**config.mk**
```make
export PLATFORM = sky130hd
export DESIGN_NAME = elu_tstep
export DESIGN_NICKNAME = d
export VERILOG_FILES = /design/src/elu_pkg.sv /design/src/elu_tstep.sv
export SDC_FILE = /design/constraint.sdc
export NUM_CORES = 2
export LEC_CHECK = 0
export BUFFER_PORTS_ARGS = -buffer_cell sky130_fd_sc_hd__buf_2
export CAP_MARGIN = 20
export CORE_MARGIN = 1
export CORE_UTILIZATION = 64
export CTS_CLUSTER_SIZE = 14
export DETAILED_ROUTE_END_ITERATION = 12
export PLACE_DENSITY_LB_ADDON = 0.12
export SLEW_MARGIN = 20
export SYNTH_ARGS = -nofsm -noshare
export SYNTH_HDL_FRONTEND = slang
export SYNTH_SLANG_ARGS = --single-unit
```
**constraint.sdc**
```tcl
create_clock -name clk -period 5.09 [get_ports clk]
set_input_delay 0 -clock clk [delete_from_list [all_inputs] [get_ports clk]]
set_output_delay 0 -clock clk [all_outputs]
set_load 0.05 [all_outputs]
```
**src/elu_pkg.sv**
```systemverilog
// Shared types, constants and helpers for the ELU forward/backward pipeline.
// No dependencies; every other file in src/ refers to it by scoped names.
`default_nettype none

package elu_pkg;

	localparam int DATA_W        = 16;
	localparam int SCALE_W       = 15;
	localparam int FRAC_BITS_DEF = 12;
	localparam logic [SCALE_W-1:0] SCALE_RST = 15'd4096;

	// Q30 exponential datapath
	localparam int Q_BITS = 30;
	localparam int R_W    = 30;        // remainder after ln2 reduction, below ln2
	localparam int T_W    = 31;        // Horner term, at most 1.0
	localparam int M30_W  = 35;        // clamped magnitude, at most 16.0
	localparam int N_W    = 5;         // ln2 multiples, at most 23
	localparam int N_MAX  = 23;
	localparam int TAYLOR_TERMS = 10;
	localparam logic [T_W-1:0]   Q30_ONE   = 31'h4000_0000;
	localparam logic [R_W-1:0]   Q30_LN2   = 30'd744261118;
	localparam logic [M30_W-1:0] Q30_CLAMP = 35'h4_0000_0000;

	// range reduction + one three-stage unit per Taylor term + post stages
	localparam int PIPE_DEPTH = 3 + 3 * TAYLOR_TERMS + 3;

	// per-beat side information carried down the pipeline
	typedef struct packed {
		logic                     func;
		logic signed [DATA_W-1:0] value;
		logic signed [DATA_W-1:0] grad;
	} elu_side_t;

	// n * ln2 in Q30
	function automatic logic [M30_W-1:0] ln2_mult(input logic [N_W-1:0] n);
		return M30_W'(n) * M30_W'(Q30_LN2);
	endfunction

endpackage

`default_nettype wire

```
**src/elu_tstep.sv**
```systemverilog
// One Horner step of the exp(-r) Taylor series: t' = 1.0 - floor(floor(r*t/2^30)/K).
// Three stages: product, reciprocal estimate, correction. Depends on elu_pkg.
`default_nettype none

module elu_tstep #(
	parameter int unsigned K = 1
) (
	input  wire                              clk,
	input  wire                              arst_n,
	input  wire                              in_valid,
	output logic                             in_ready,
	input  elu_pkg::elu_side_t               in_side,
	input  wire  [elu_pkg::R_W-1:0]          in_r,
	input  wire  [elu_pkg::T_W-1:0]          in_t,
	input  wire  [elu_pkg::N_W-1:0]          in_n,
	output logic                             out_valid,
	input  wire                              out_ready,
	output elu_pkg::elu_side_t               out_side,
	output logic [elu_pkg::R_W-1:0]          out_r,
	output logic [elu_pkg::T_W-1:0]          out_t,
	output logic [elu_pkg::N_W-1:0]          out_n
);

	localparam int PW = elu_pkg::R_W;                      // width of the product term
	localparam logic [32:0] RECIP = 33'((64'd1 << 32) / K); // floor(2^32 / K)

	logic v_s1, v_s2, v_s3;
	logic en_s1, en_s2, en_s3;

	elu_pkg::elu_side_t side_s1, side_s2, side_s3;
	logic [elu_pkg::R_W-1:0] r_s1, r_s2, r_s3;
	logic [elu_pkg::N_W-1:0] n_s1, n_s2, n_s3;
	logic [PW-1:0]           p_s1, p_s2;
	logic [PW-1:0]           q0_s2;
	logic [elu_pkg::T_W-1:0] t_s3;

	logic [60:0] prod_rt;
	logic [62:0] prod_rc;
	logic [33:0] qk;
	logic [33:0] rem;
	logic [PW-1:0] q;

	assign en_s3    = !v_s3 || out_ready;
	assign en_s2    = !v_s2 || en_s3;
	assign en_s1    = !v_s1 || en_s2;
	assign in_ready = en_s1;

	always_ff @(posedge clk or negedge arst_n) begin
		if (!arst_n) begin
			v_s1 <= 1'b0;
			v_s2 <= 1'b0;
			v_s3 <= 1'b0;
		end else begin
			if (en_s1) v_s1 <= in_valid;
			if (en_s2) v_s2 <= v_s1;
			if (en_s3) v_s3 <= v_s2;
		end
	end

	// s1: r*t in Q30; at most r
	assign prod_rt = 61'(in_r) * 61'(in_t);

	// s2: quotient estimate, at most one below floor(p/K)
	assign prod_rc = 63'(p_s1) * 63'(RECIP);

	// s3: one correction step, then the next term
	always_comb begin
		qk  = 34'(q0_s2) * 34'(K);
		rem = 34'(p_s2) - qk;
		if (rem >= 34'(K)) q = q0_s2 + PW'(1);
		else q = q0_s2;
	end

	always_ff @(posedge clk) begin
		if (en_s1) begin
			side_s1 <= in_side;
			r_s1    <= in_r;
			n_s1    <= in_n;
			p_s1    <= prod_rt[elu_pkg::Q_BITS +: PW];
		end
		if (en_s2) begin
			side_s2 <= side_s1;
			r_s2    <= r_s1;
			n_s2    <= n_s1;
			p_s2    <= p_s1;
			q0_s2   <= prod_rc[32 +: PW];
		end
		if (en_s3) begin
			side_s3 <= side_s2;
			r_s3    <= r_s2;
			n_s3    <= n_s2;
			t_s3    <= elu_pkg::Q30_ONE - elu_pkg::T_W'(q);
		end
	end

	assign out_valid = v_s3;
	assign out_side  = side_s3;
	assign out_r     = r_s3;
	assign out_t     = t_s3;
	assign out_n     = n_s3;

endmodule

`default_nettype wire

```
==> flow_summary_export.csv <==
group,metric,value,unit
timing,max_freq,0.1527,GHz
timing,clock_skew,0.02774,ns
placed_design,dp_hpwl,87610,um
critical_path,crit_fanout,16,
critical_path,cp.arrival,6.85,ns
floorplan,start_util,64.96,%
flow_run,cap_viol_max_count,0,
timing,worstMarginPinSlew,0.7299,ns
worst_hold_path,hold_class,"in -> reg",
run_status,status,"complete, but fails checks",
synthesis,synth_edf_count,295,
placed_design,place_congestion,0.9734,
detailed_routing,wirelength,107600,um
detailed_routing,viasPerCell,5.567,
detailed_routing,drt_iter0_drc,1846,
timing,slew_headroom,51.34,%
synthesis,netlist_instances,3709,
timing,finalSetupViolCount,30,
global_route,grt_pass1_wl,170900,um
timing,min_period_over_period,128.7,%
synthesis,synthFlopType,"edfxtp_1",
global_route,grt_use_total,36.16,%
clock_network,insertion_delay,0.56,ns
synthesis,seq_area_frac_synth,22.70,%
timing,rsz0062_at_grt,"true",
synthesis,ys_warn_count,0,
finish,syn_to_final_growth,18.48,%
floorplan,dieWidth,250.0,um
synthesis,yosys-top-cells-area,"fa_1, edfxtp_1, and2_1",
global_route,grt_antenna_before_repair,3,
floorplan,die_h,250.0,um
synthesis,synth_top_area_share,41.00,%
clock_network,h-tree-depth,1,
finish,drive_gt1_share,20.15,%
finish,fillers,4028,
detailed_routing,dr.pass1.iters,8,
clock_network,cts_tree,"yes",
synthesis,netlist_area,39350,um^2
detailed_routing,post_drt_wl_per_cell,21.63,um
global_route,grt_overflow,0,
clock_network,cts_buffer_depth,3,
timing,fin_ws,-1.459,ns
timing,finalHoldViolCount,0,
critical_path,worst_setup_path_end_kind,"flip-flop",
detailed_routing,via_count,27690,
floorplan,die_area,62490,um^2
global_route,grt_max_degree,59,
floorplan,core-area,60580,um^2
global_route,grt_pass1_vias,31090,
finish,finalNetCount,5325,
detailed_routing,drc,0,
placed_design,port_buffers,203,
synthesis,synth.ff_latch_count,298,
clock_network,cts.sinks,298,
synthesis,netlist_top_cells_count,"inv_1, fa_1, and2_1",
synthesis,yosys.area.top_type,"fa_1",
finish,seqCellArea,8935,um^2
timing,min_period,6.549,ns
detailed_routing,ant_nets,0,
timing,slew_violations,0,
synthesis,avgSynthCellArea,10.61,um^2
floorplan,rows,90,
placed_design,dp_slack,-2.386,ns
critical_path,worstSetupStartpointType,"input pin",
critical_path,cp.required,5.39,ns
synthesis,syn-num-nets,4859,
run_status,failed_checks,"negative setup slack",
synthesis,yosysMostFrequentCell,"inv_1",
synthesis,async_flop_share,1.007,%
clock_network,cts_root_buffer,"clkbuf_16",
floorplan,num_io_pins,204,
clock_network,cts_buffers,26,
synthesis,synth_cell_types,58,
critical_path,criticalPathCategory,"in -> reg",
clock_network,clk_pin_slew,0.06,ns
finish,multi_input_area,27470,um^2
-- worst max-delay path: stages --
cell and delay [ns]:
buf_4 0.20, and2_1 0.22, fa_1 0.50, inv_1 0.05, fa_1 0.49, fa_2 0.42
fa_1 0.60, inv_2 0.07, fa_2 0.58, fa_1 0.45, fa_1 0.50, inv_1 0.05
fa_1 0.50, inv_1 0.07, ha_4 0.23, nand4_1 0.19, o21ai_2 0.10, nor2_4 0.14
o21ai_2 0.09, o31ai_4 0.37, nand4_4 0.14, a311o_2 0.45, a21oi_4 0.16, o31ai_2 0.08
xor2_1 0.15
-- flip-flops by register name (all words and copies together), names as in the netlist, 30 cells and up --
signal and count:
out_side 33, r_s1 30, out_t 31, r_s2 30
side_s2 33, p_s2 30, out_r 30, side_s1 33
p_s1 30
-- worst paths after layout --
check / startpoint / to / slack [ns] / cells past startpoint
min in group asynchronous: arst_n / v_s1 / 0.33 / 3
max: in_r[10] / p_s1[23] / -1.46 / 25
max in group asynchronous: arst_n / out_valid / 4.58 / 3
min reg2reg: side_s1[23] / side_s2[23] / 0.40 / 0
max reg2reg: p_s2[4] / out_t[29] / 2.46 / 6
min: in_r[19] / r_s1[19] / 0.02 / 2
-- what timing repair did --
item                       CTS  global route
buffers inserted            14             9
resized for setup          241           103
setup endpoints to repair   30            30
pin swaps                   86            71
hold endpoints to repair    58             1
hold buffers                57             1
gates cloned                 3             0
-- cells in the final DEF (no fill, tap or decap), types with 54 or more instances in the layout --
cell type / count
and2_1: 497
buf_2: 153
buf_4: 319
buf_6: 58
dlygate4sd3_1: 58
edfxtp_1: 295
fa_1: 752
fa_2: 54
ha_1: 221
inv_1: 827
nand2_1: 427
-- final cells by class --
type / instances / share of cell area, %
diodes: 3 / 0.01610
inverters: 850 / 6.843
multi-input cells: 2365 / 58.92
repair buffers: 634 / 11.25
flip-flops and latches: 298 / 19.16
clock inverters: 6 / 0.2362
clock buffers: 36 / 1.476
well taps: 782 / 2.099
-- routing by layer --
layer,share of wire (%),routed length (um),global-route usage (%)
met5,0.012,13,0
met4,4.3,4591,14.97
met3,11,11660,9.971
met2,46,49550,56.38
met1,39,41760,48.25
-- kinds of logic after synthesis --
| family | count (synthesis) | synth area share, % |
|---|---|---|
| adder cells (fa/ha/maj) | 1047 | 48.66 |
| XOR/XNOR | 65 | 1.447 |
| AO/OA/AOI/OAI | 169 | 2.811 |
| AND/OR/NAND/NOR | 1084 | 14.37 |
| flip-flops | 298 | 22.70 |
| buffers and inverters | 1046 | 10.01 |
-- stage by stage --
step           hold slack (ns)  TNS [ns]  std cells  utilization (%)  cell area (um^2)
6_report               0.02196    -34.59       4974            76.96             46620
5_1_grt                0.01168    -39.21       4972            76.95             46620
4_1_cts               0.008627    -32.07       4963            76.15             46130
3_5_place_dp           -0.1997    -59.91       4848            72.18             43730
3_3_place_gp           -0.2031    -57.48       4848            72.18             43730
2_1_floorplan          -0.2956    -50.04       3709                -             39930
Power is not shown: default switching activity piles up to over one toggle a cycle in this logic, so the estimate is an artifact.
