--- config.mk ---
export PLATFORM = sky130hd
export DESIGN_NAME = elu_rng
export DESIGN_NICKNAME = d
export VERILOG_FILES = /design/src/elu_pkg.sv /design/src/elu_rng.sv
export SDC_FILE = /design/constraint.sdc
export NUM_CORES = 1
export LEC_CHECK = 0
export ABC_AREA = 0
export BUFFER_PORTS_ARGS = -buffer_cell sky130_fd_sc_hd__buf_2
export CAP_MARGIN = 25
export CORE_ASPECT_RATIO = 1.4
export CORE_MARGIN = 2
export CORE_UTILIZATION = 59
export CTS_CLUSTER_DIAMETER = 60
export CTS_CLUSTER_SIZE = 25
export DETAILED_ROUTE_END_ITERATION = 6
export HOLD_SLACK_MARGIN = 0.06
export PLACE_DENSITY = 0.81
export RECOVER_POWER = 100
export SLEW_MARGIN = 30
export SYNTH_ARGS = -nofsm -noshare
export SYNTH_HDL_FRONTEND = slang
export SYNTH_SLANG_ARGS = --single-unit
--- constraint.sdc ---
create_clock -name clk -period 7.63 [get_ports clk]
set_input_delay 1.526 -clock clk [delete_from_list [all_inputs] [get_ports clk]]
set_output_delay 1.526 -clock clk [all_outputs]
set_load 0.1 [all_outputs]
--- src/elu_pkg.sv ---
// Shared types, constants and helpers for the ELU forward/backward pipeline.
// No dependencies; every other file in src/ refers to it by scoped names.
`default_nettype none

package elu_pkg;

	localparam int DATA_W        = 16;
	localparam int SCALE_W       = 15;
	localparam int FRAC_BITS_DEF = 12;
	localparam logic [SCALE_W-1:0] SCALE_RST = 15'd4096;

	// Q30 exponential datapath
	localparam int Q_BITS = 30;
	localparam int R_W    = 30;        // remainder after ln2 reduction, below ln2
	localparam int T_W    = 31;        // Horner term, at most 1.0
	localparam int M30_W  = 35;        // clamped magnitude, at most 16.0
	localparam int N_W    = 5;         // ln2 multiples, at most 23
	localparam int N_MAX  = 23;
	localparam int TAYLOR_TERMS = 10;
	localparam logic [T_W-1:0]   Q30_ONE   = 31'h4000_0000;
	localparam logic [R_W-1:0]   Q30_LN2   = 30'd744261118;
	localparam logic [M30_W-1:0] Q30_CLAMP = 35'h4_0000_0000;

	// range reduction + one three-stage unit per Taylor term + post stages
	localparam int PIPE_DEPTH = 3 + 3 * TAYLOR_TERMS + 3;

	// per-beat side information carried down the pipeline
	typedef struct packed {
		logic                     func;
		logic signed [DATA_W-1:0] value;
		logic signed [DATA_W-1:0] grad;
	} elu_side_t;

	// n * ln2 in Q30
	function automatic logic [M30_W-1:0] ln2_mult(input logic [N_W-1:0] n);
		return M30_W'(n) * M30_W'(Q30_LN2);
	endfunction

endpackage

`default_nettype wire

--- src/elu_rng.sv ---
// Range reduction for exp(-m): negate, move to Q30, clamp, split into n*ln2 + r.
// Depends on elu_pkg.
`default_nettype none

module elu_rng #(
	parameter int FRAC_BITS = elu_pkg::FRAC_BITS_DEF
) (
	input  wire                              clk,
	input  wire                              arst_n,
	input  wire                              in_valid,
	output logic                             in_ready,
	input  elu_pkg::elu_side_t               in_side,
	output logic                             out_valid,
	input  wire                              out_ready,
	output elu_pkg::elu_side_t               out_side,
	output logic [elu_pkg::R_W-1:0]          out_r,
	output logic [elu_pkg::N_W-1:0]          out_n
);

	localparam int SH    = elu_pkg::Q_BITS - FRAC_BITS;
	localparam int WIDE  = elu_pkg::DATA_W + SH;
	// compare width that holds both the shifted magnitude and the clamp value
	localparam int CMP_W = (WIDE > elu_pkg::M30_W) ? WIDE : elu_pkg::M30_W;

	logic v_s1, v_s2, v_s3;
	logic en_s1, en_s2, en_s3;

	elu_pkg::elu_side_t side_s1, side_s2, side_s3;
	logic [elu_pkg::M30_W-1:0] m30_s1, m30_s2;
	logic [elu_pkg::N_W-1:0]   n_s2, n_s3;
	logic [elu_pkg::R_W-1:0]   r_s3;

	logic [elu_pkg::DATA_W:0]   neg_ext;
	logic [WIDE-1:0]            m_wide;
	logic [elu_pkg::M30_W-1:0]  m30_nxt;
	logic [elu_pkg::N_W-1:0]    n_nxt;
	logic [elu_pkg::M30_W-1:0]  r_full;

	// bubble-collapsing stage enables
	assign en_s3    = !v_s3 || out_ready;
	assign en_s2    = !v_s2 || en_s3;
	assign en_s1    = !v_s1 || en_s2;
	assign in_ready = en_s1;

	always_ff @(posedge clk or negedge arst_n) begin
		if (!arst_n) begin
			v_s1 <= 1'b0;
			v_s2 <= 1'b0;
			v_s3 <= 1'b0;
		end else begin
			if (en_s1) v_s1 <= in_valid;
			if (en_s2) v_s2 <= v_s1;
			if (en_s3) v_s3 <= v_s2;
		end
	end

	// s1: magnitude of a negative input, in Q30, clamped to 16.0
	always_comb begin
		neg_ext = (elu_pkg::DATA_W+1)'(0) - {in_side.value[elu_pkg::DATA_W-1], in_side.value};
		m_wide  = WIDE'(neg_ext[elu_pkg::DATA_W-1:0]) << SH;
		if (CMP_W'(m_wide) > CMP_W'(elu_pkg::Q30_CLAMP)) m30_nxt = elu_pkg::Q30_CLAMP;
		else m30_nxt = elu_pkg::M30_W'(m_wide);
	end

	// s2: n = floor(m / ln2) by a compare against each multiple
	always_comb begin
		n_nxt = '0;
		for (int k = 1; k <= elu_pkg::N_MAX; k++) begin
			if (m30_s1 >= elu_pkg::ln2_mult(elu_pkg::N_W'(k))) n_nxt = elu_pkg::N_W'(k);
		end
	end

	// s3: remainder
	assign r_full = m30_s2 - elu_pkg::ln2_mult(n_s2);

	always_ff @(posedge clk) begin
		if (en_s1) begin
			side_s1 <= in_side;
			m30_s1  <= m30_nxt;
		end
		if (en_s2) begin
			side_s2 <= side_s1;
			m30_s2  <= m30_s1;
			n_s2    <= n_nxt;
		end
		if (en_s3) begin
			side_s3 <= side_s2;
			n_s3    <= n_s2;
			r_s3    <= r_full[elu_pkg::R_W-1:0];
		end
	end

	assign out_valid = v_s3;
	assign out_side  = side_s3;
	assign out_r     = r_s3;
	assign out_n     = n_s3;

endmodule

`default_nettype wire

==> qor.yml <==
first_pass_iters: 6
cp_num_cells: 22
synth_area_leaders: "edfxtp_1 54%, ha_1 7.8%, xor2_1 3.0%, xnor2_1 2.8%, fa_1 2.6%"
cp-startpoint: "n_s2[2]"
final.setup_skew_ps: 14.4
cpLargestDelayFamily: "compound AO/OA/AOI/OAI gates"
reg2reg_depth: 22
violations: "capacitance limit, slew limit"
overflow: 0
clock-sinks: 166
cp_max_fo: 9
fin_area_mm2: 0.0103
synth_area_leader_cell: "edfxtp_1"
yosys_warnings: 0
cts.clk_slew.worst_paths_ps: 70
drive_gt1_share_pct: 8.45
first_global_vias: 6654
period_minus_slack_ps: 6970
clockBufferDepth: 2
worstSetupPathType: "register to register"
synth_edf_count: 163
drtAntennaViolNets: 0
post-route-period-util_pct: 91.3
io_pins: 107
drt_iter0_drc: 424
multi_input_area_mm2: 0.00387
initial_core_util_pct: 60.5
post-cts-setup-buffers: 0
cts_resized: 0
path_cells: "fa_1 -> fa_1 -> xor2_1 -> ha_1 -> or2_2 -> ha_1 -> a21oi_1 -> o211ai_1 -> a211oi_4 -> o21ai_0 -> a21oi_1 -> o21bai_1 -> a21oi_1 -> xor2_1 -> ha_1 -> a211oi_1 -> nand2_1 -> or3_2 -> o21ba_1 -> mux2i_1 -> a2111o_1 -> xor2_1"
setup_viol: 0
num_vias: 6531
syn-num-nets: 854
yosysSeqAreaShare_pct: 54.5
regArea_mm2: 0.00497
grt_use_total_pct: 27.4
fin_nets: 957
gp_congestion: 0.932
critPathCapture: "out_r[29]"
die_h_um: 151
core_area_mm2: 0.0151
tns_ps: 0
cp-end-kind: "register"
totalWireLength_mm: 21.6
dieArea_mm2: 0.0165
antenna_found_initial: 0
diodes: 0
synthFlopType: "edfxtp_1"
cap_violations: 3
io_buffers: 105
cts_tree: "built"
grt_pass1_wl_mm: 33.9
rr_startpoint: "n_s2[2]"
synth-seq-cells: 166
ctsHoldBuffers: 0
synthCells: 748
drc: 0
h-tree-depth: 4
wl_per_cell_um: 20.4
synthesis.area_mm2: 0.00911
numCtsBuffers: 17
hold_path.class: "register to register"
slew_headroom_pct: -75.3
ys_types: 77
tightestPinTransition_ps: 2630
min_from: "side_s1[14]"
die_w_um: 109
synth-async-reset-ratio_pct: 1.81
rsz0062_at_grt: "false"
fill_cells: 1092
status: "complete, but fails checks"
placed_area_mm2: 0.00977
avgSynthCellArea_um2: 12.2
synth_commonest_cells: "163 x edfxtp_1, 57 x ha_1, 53 x nor2_1"
viasPerCell: 6.18
synth_top_area_share_pct: 53.7
rr_endpoint: "out_r[29]"
r2r_slack_ps: 660
cp-start-kind: "register"
area_growth_syn_to_layout_pct: 12.7
rows: 53
max_stage_delay_ps: 760
crit_buf_inv: 0
cp.arrival_ps: 7140
final_hold_viol_count: 0
cts-root-buf: "clkbuf_16"
clock_latency_ps: 430
required_ps: 7800
cpMaxStageDelayCell: "fa_1"
max_freq_ghz: 0.144
drv_slew: 131
grt_max_degree: 50
dp.final_hpwl_mm: 16.0
yosysMostFrequentCell: "edfxtp_1"
[layout make-up]
cell class | count | share of cell area, %
repair buffers | 108 | 4.17
flip-flops and latches | 166 | 48.4
clock buffers | 17 | 4.14
multi-input cells | 521 | 37.6
clock inverters | 15 | 1.97
inverters | 37 | 1.35
well taps | 192 | 2.34
[placed cells by master (no fill, tap or decap), types with 4 or more instances in the layout]
| cell type | n |
|---|---|
| edfxtp_1 | 163 |
| clkbuf_1 | 90 |
| ha_1 | 57 |
| nor2_1 | 53 |
| a21oi_1 | 44 |
| nand2_1 | 43 |
| inv_1 | 37 |
| o21ai_0 | 36 |
| xor2_1 | 31 |
| xnor2_1 | 29 |
| nand3_1 | 24 |
| nor3_1 | 20 |
| a21o_1 | 19 |
| buf_2 | 18 |
| clkbuf_16 | 17 |
| fa_1 | 12 |
| a211oi_1 | 10 |
| nand2b_1 | 9 |
| o21a_1 | 8 |
| nor4_1 | 8 |
| nand4_1 | 7 |
| o21bai_1 | 7 |
| o211ai_1 | 6 |
| nand3b_1 | 6 |
| a2111oi_0 | 6 |
| and3_1 | 6 |
| nor2b_1 | 6 |
| a31oi_1 | 6 |
| inv_8 | 6 |
| clkinv_8 | 5 |
| and2_1 | 4 |
[how the worst min path moves through the flow]
stage / end / cells past startpoint
finish: side_s2[14] / 0
global route: side_s2[3] / 0
CTS: out_side[2] / 0
detailed placement: out_side[26] / 0
global placement: out_side[0] / 0
floorplan: out_side[0] / 0
[metal layers]
| layer | vias to the layer above | GRT usage, % | share of wire [%] | wire length, um |
|---|---|---|---|---|
| met1 | 3180 | 29.9 | 36 | 7760 |
| met3 | 65 | 5.12 | 4.6 | 1000 |
| li1 | 3022 | - | - | - |
| met4 | 0 | 12.6 | 4.2 | 902 |
| met5 | - | 0 | 0 | 0 |
| met2 | 264 | 50.5 | 55 | 11900 |
[sequential cells by signal, summed over array words and instances, names as in the netlist]
| name | flops |
|---|---|
| out_n | 5 |
| v_s2 | 1 |
| m30_s1 | 15 |
| side_s2 | 33 |
| n_s2 | 5 |
| out_r | 28 |
| out_valid | 1 |
| m30_s2 | 11 |
| out_side | 33 |
| side_s1 | 33 |
| v_s1 | 1 |
[logic make-up (layout without fill, tap and decap cells)]
| group | Yosys count | count (layout) | synth area share [%] |
|---|---|---|---|
| AND/OR/NAND/NOR | 208 | 208 | 11.9 |
| AO/OA/AOI/OAI | 180 | 180 | 13.9 |
| flip-flops | 166 | 166 | 54.5 |
| adder cells (fa/ha/maj) | 69 | 69 | 10.5 |
| XOR/XNOR | 62 | 62 | 6.12 |
| buffers and inverters | 61 | 177 | 2.97 |
| other | 1 | 1 | 0.0411 |
| multiplexers | 1 | 1 | 0.110 |
[metrics by stage]
step | hold slack (ps) | worst slack, ps | std cells | util [%]
3_5_place_dp | 405 | 810 | 1024 | 64.9
4_1_cts | 420 | 724 | 1056 | 69.1
5_1_grt | 425 | 183 | 1056 | 68.2
6_report | 419 | 662 | 1056 | 68.2
2_1_floorplan | 400 | 1400 | 748 | -
3_3_place_gp | 401 | 1030 | 1024 | 64.9
Power is left out: the tool's default activity adds up to more than one toggle a clock period on the data nets, which glitch-free logic cannot reach.
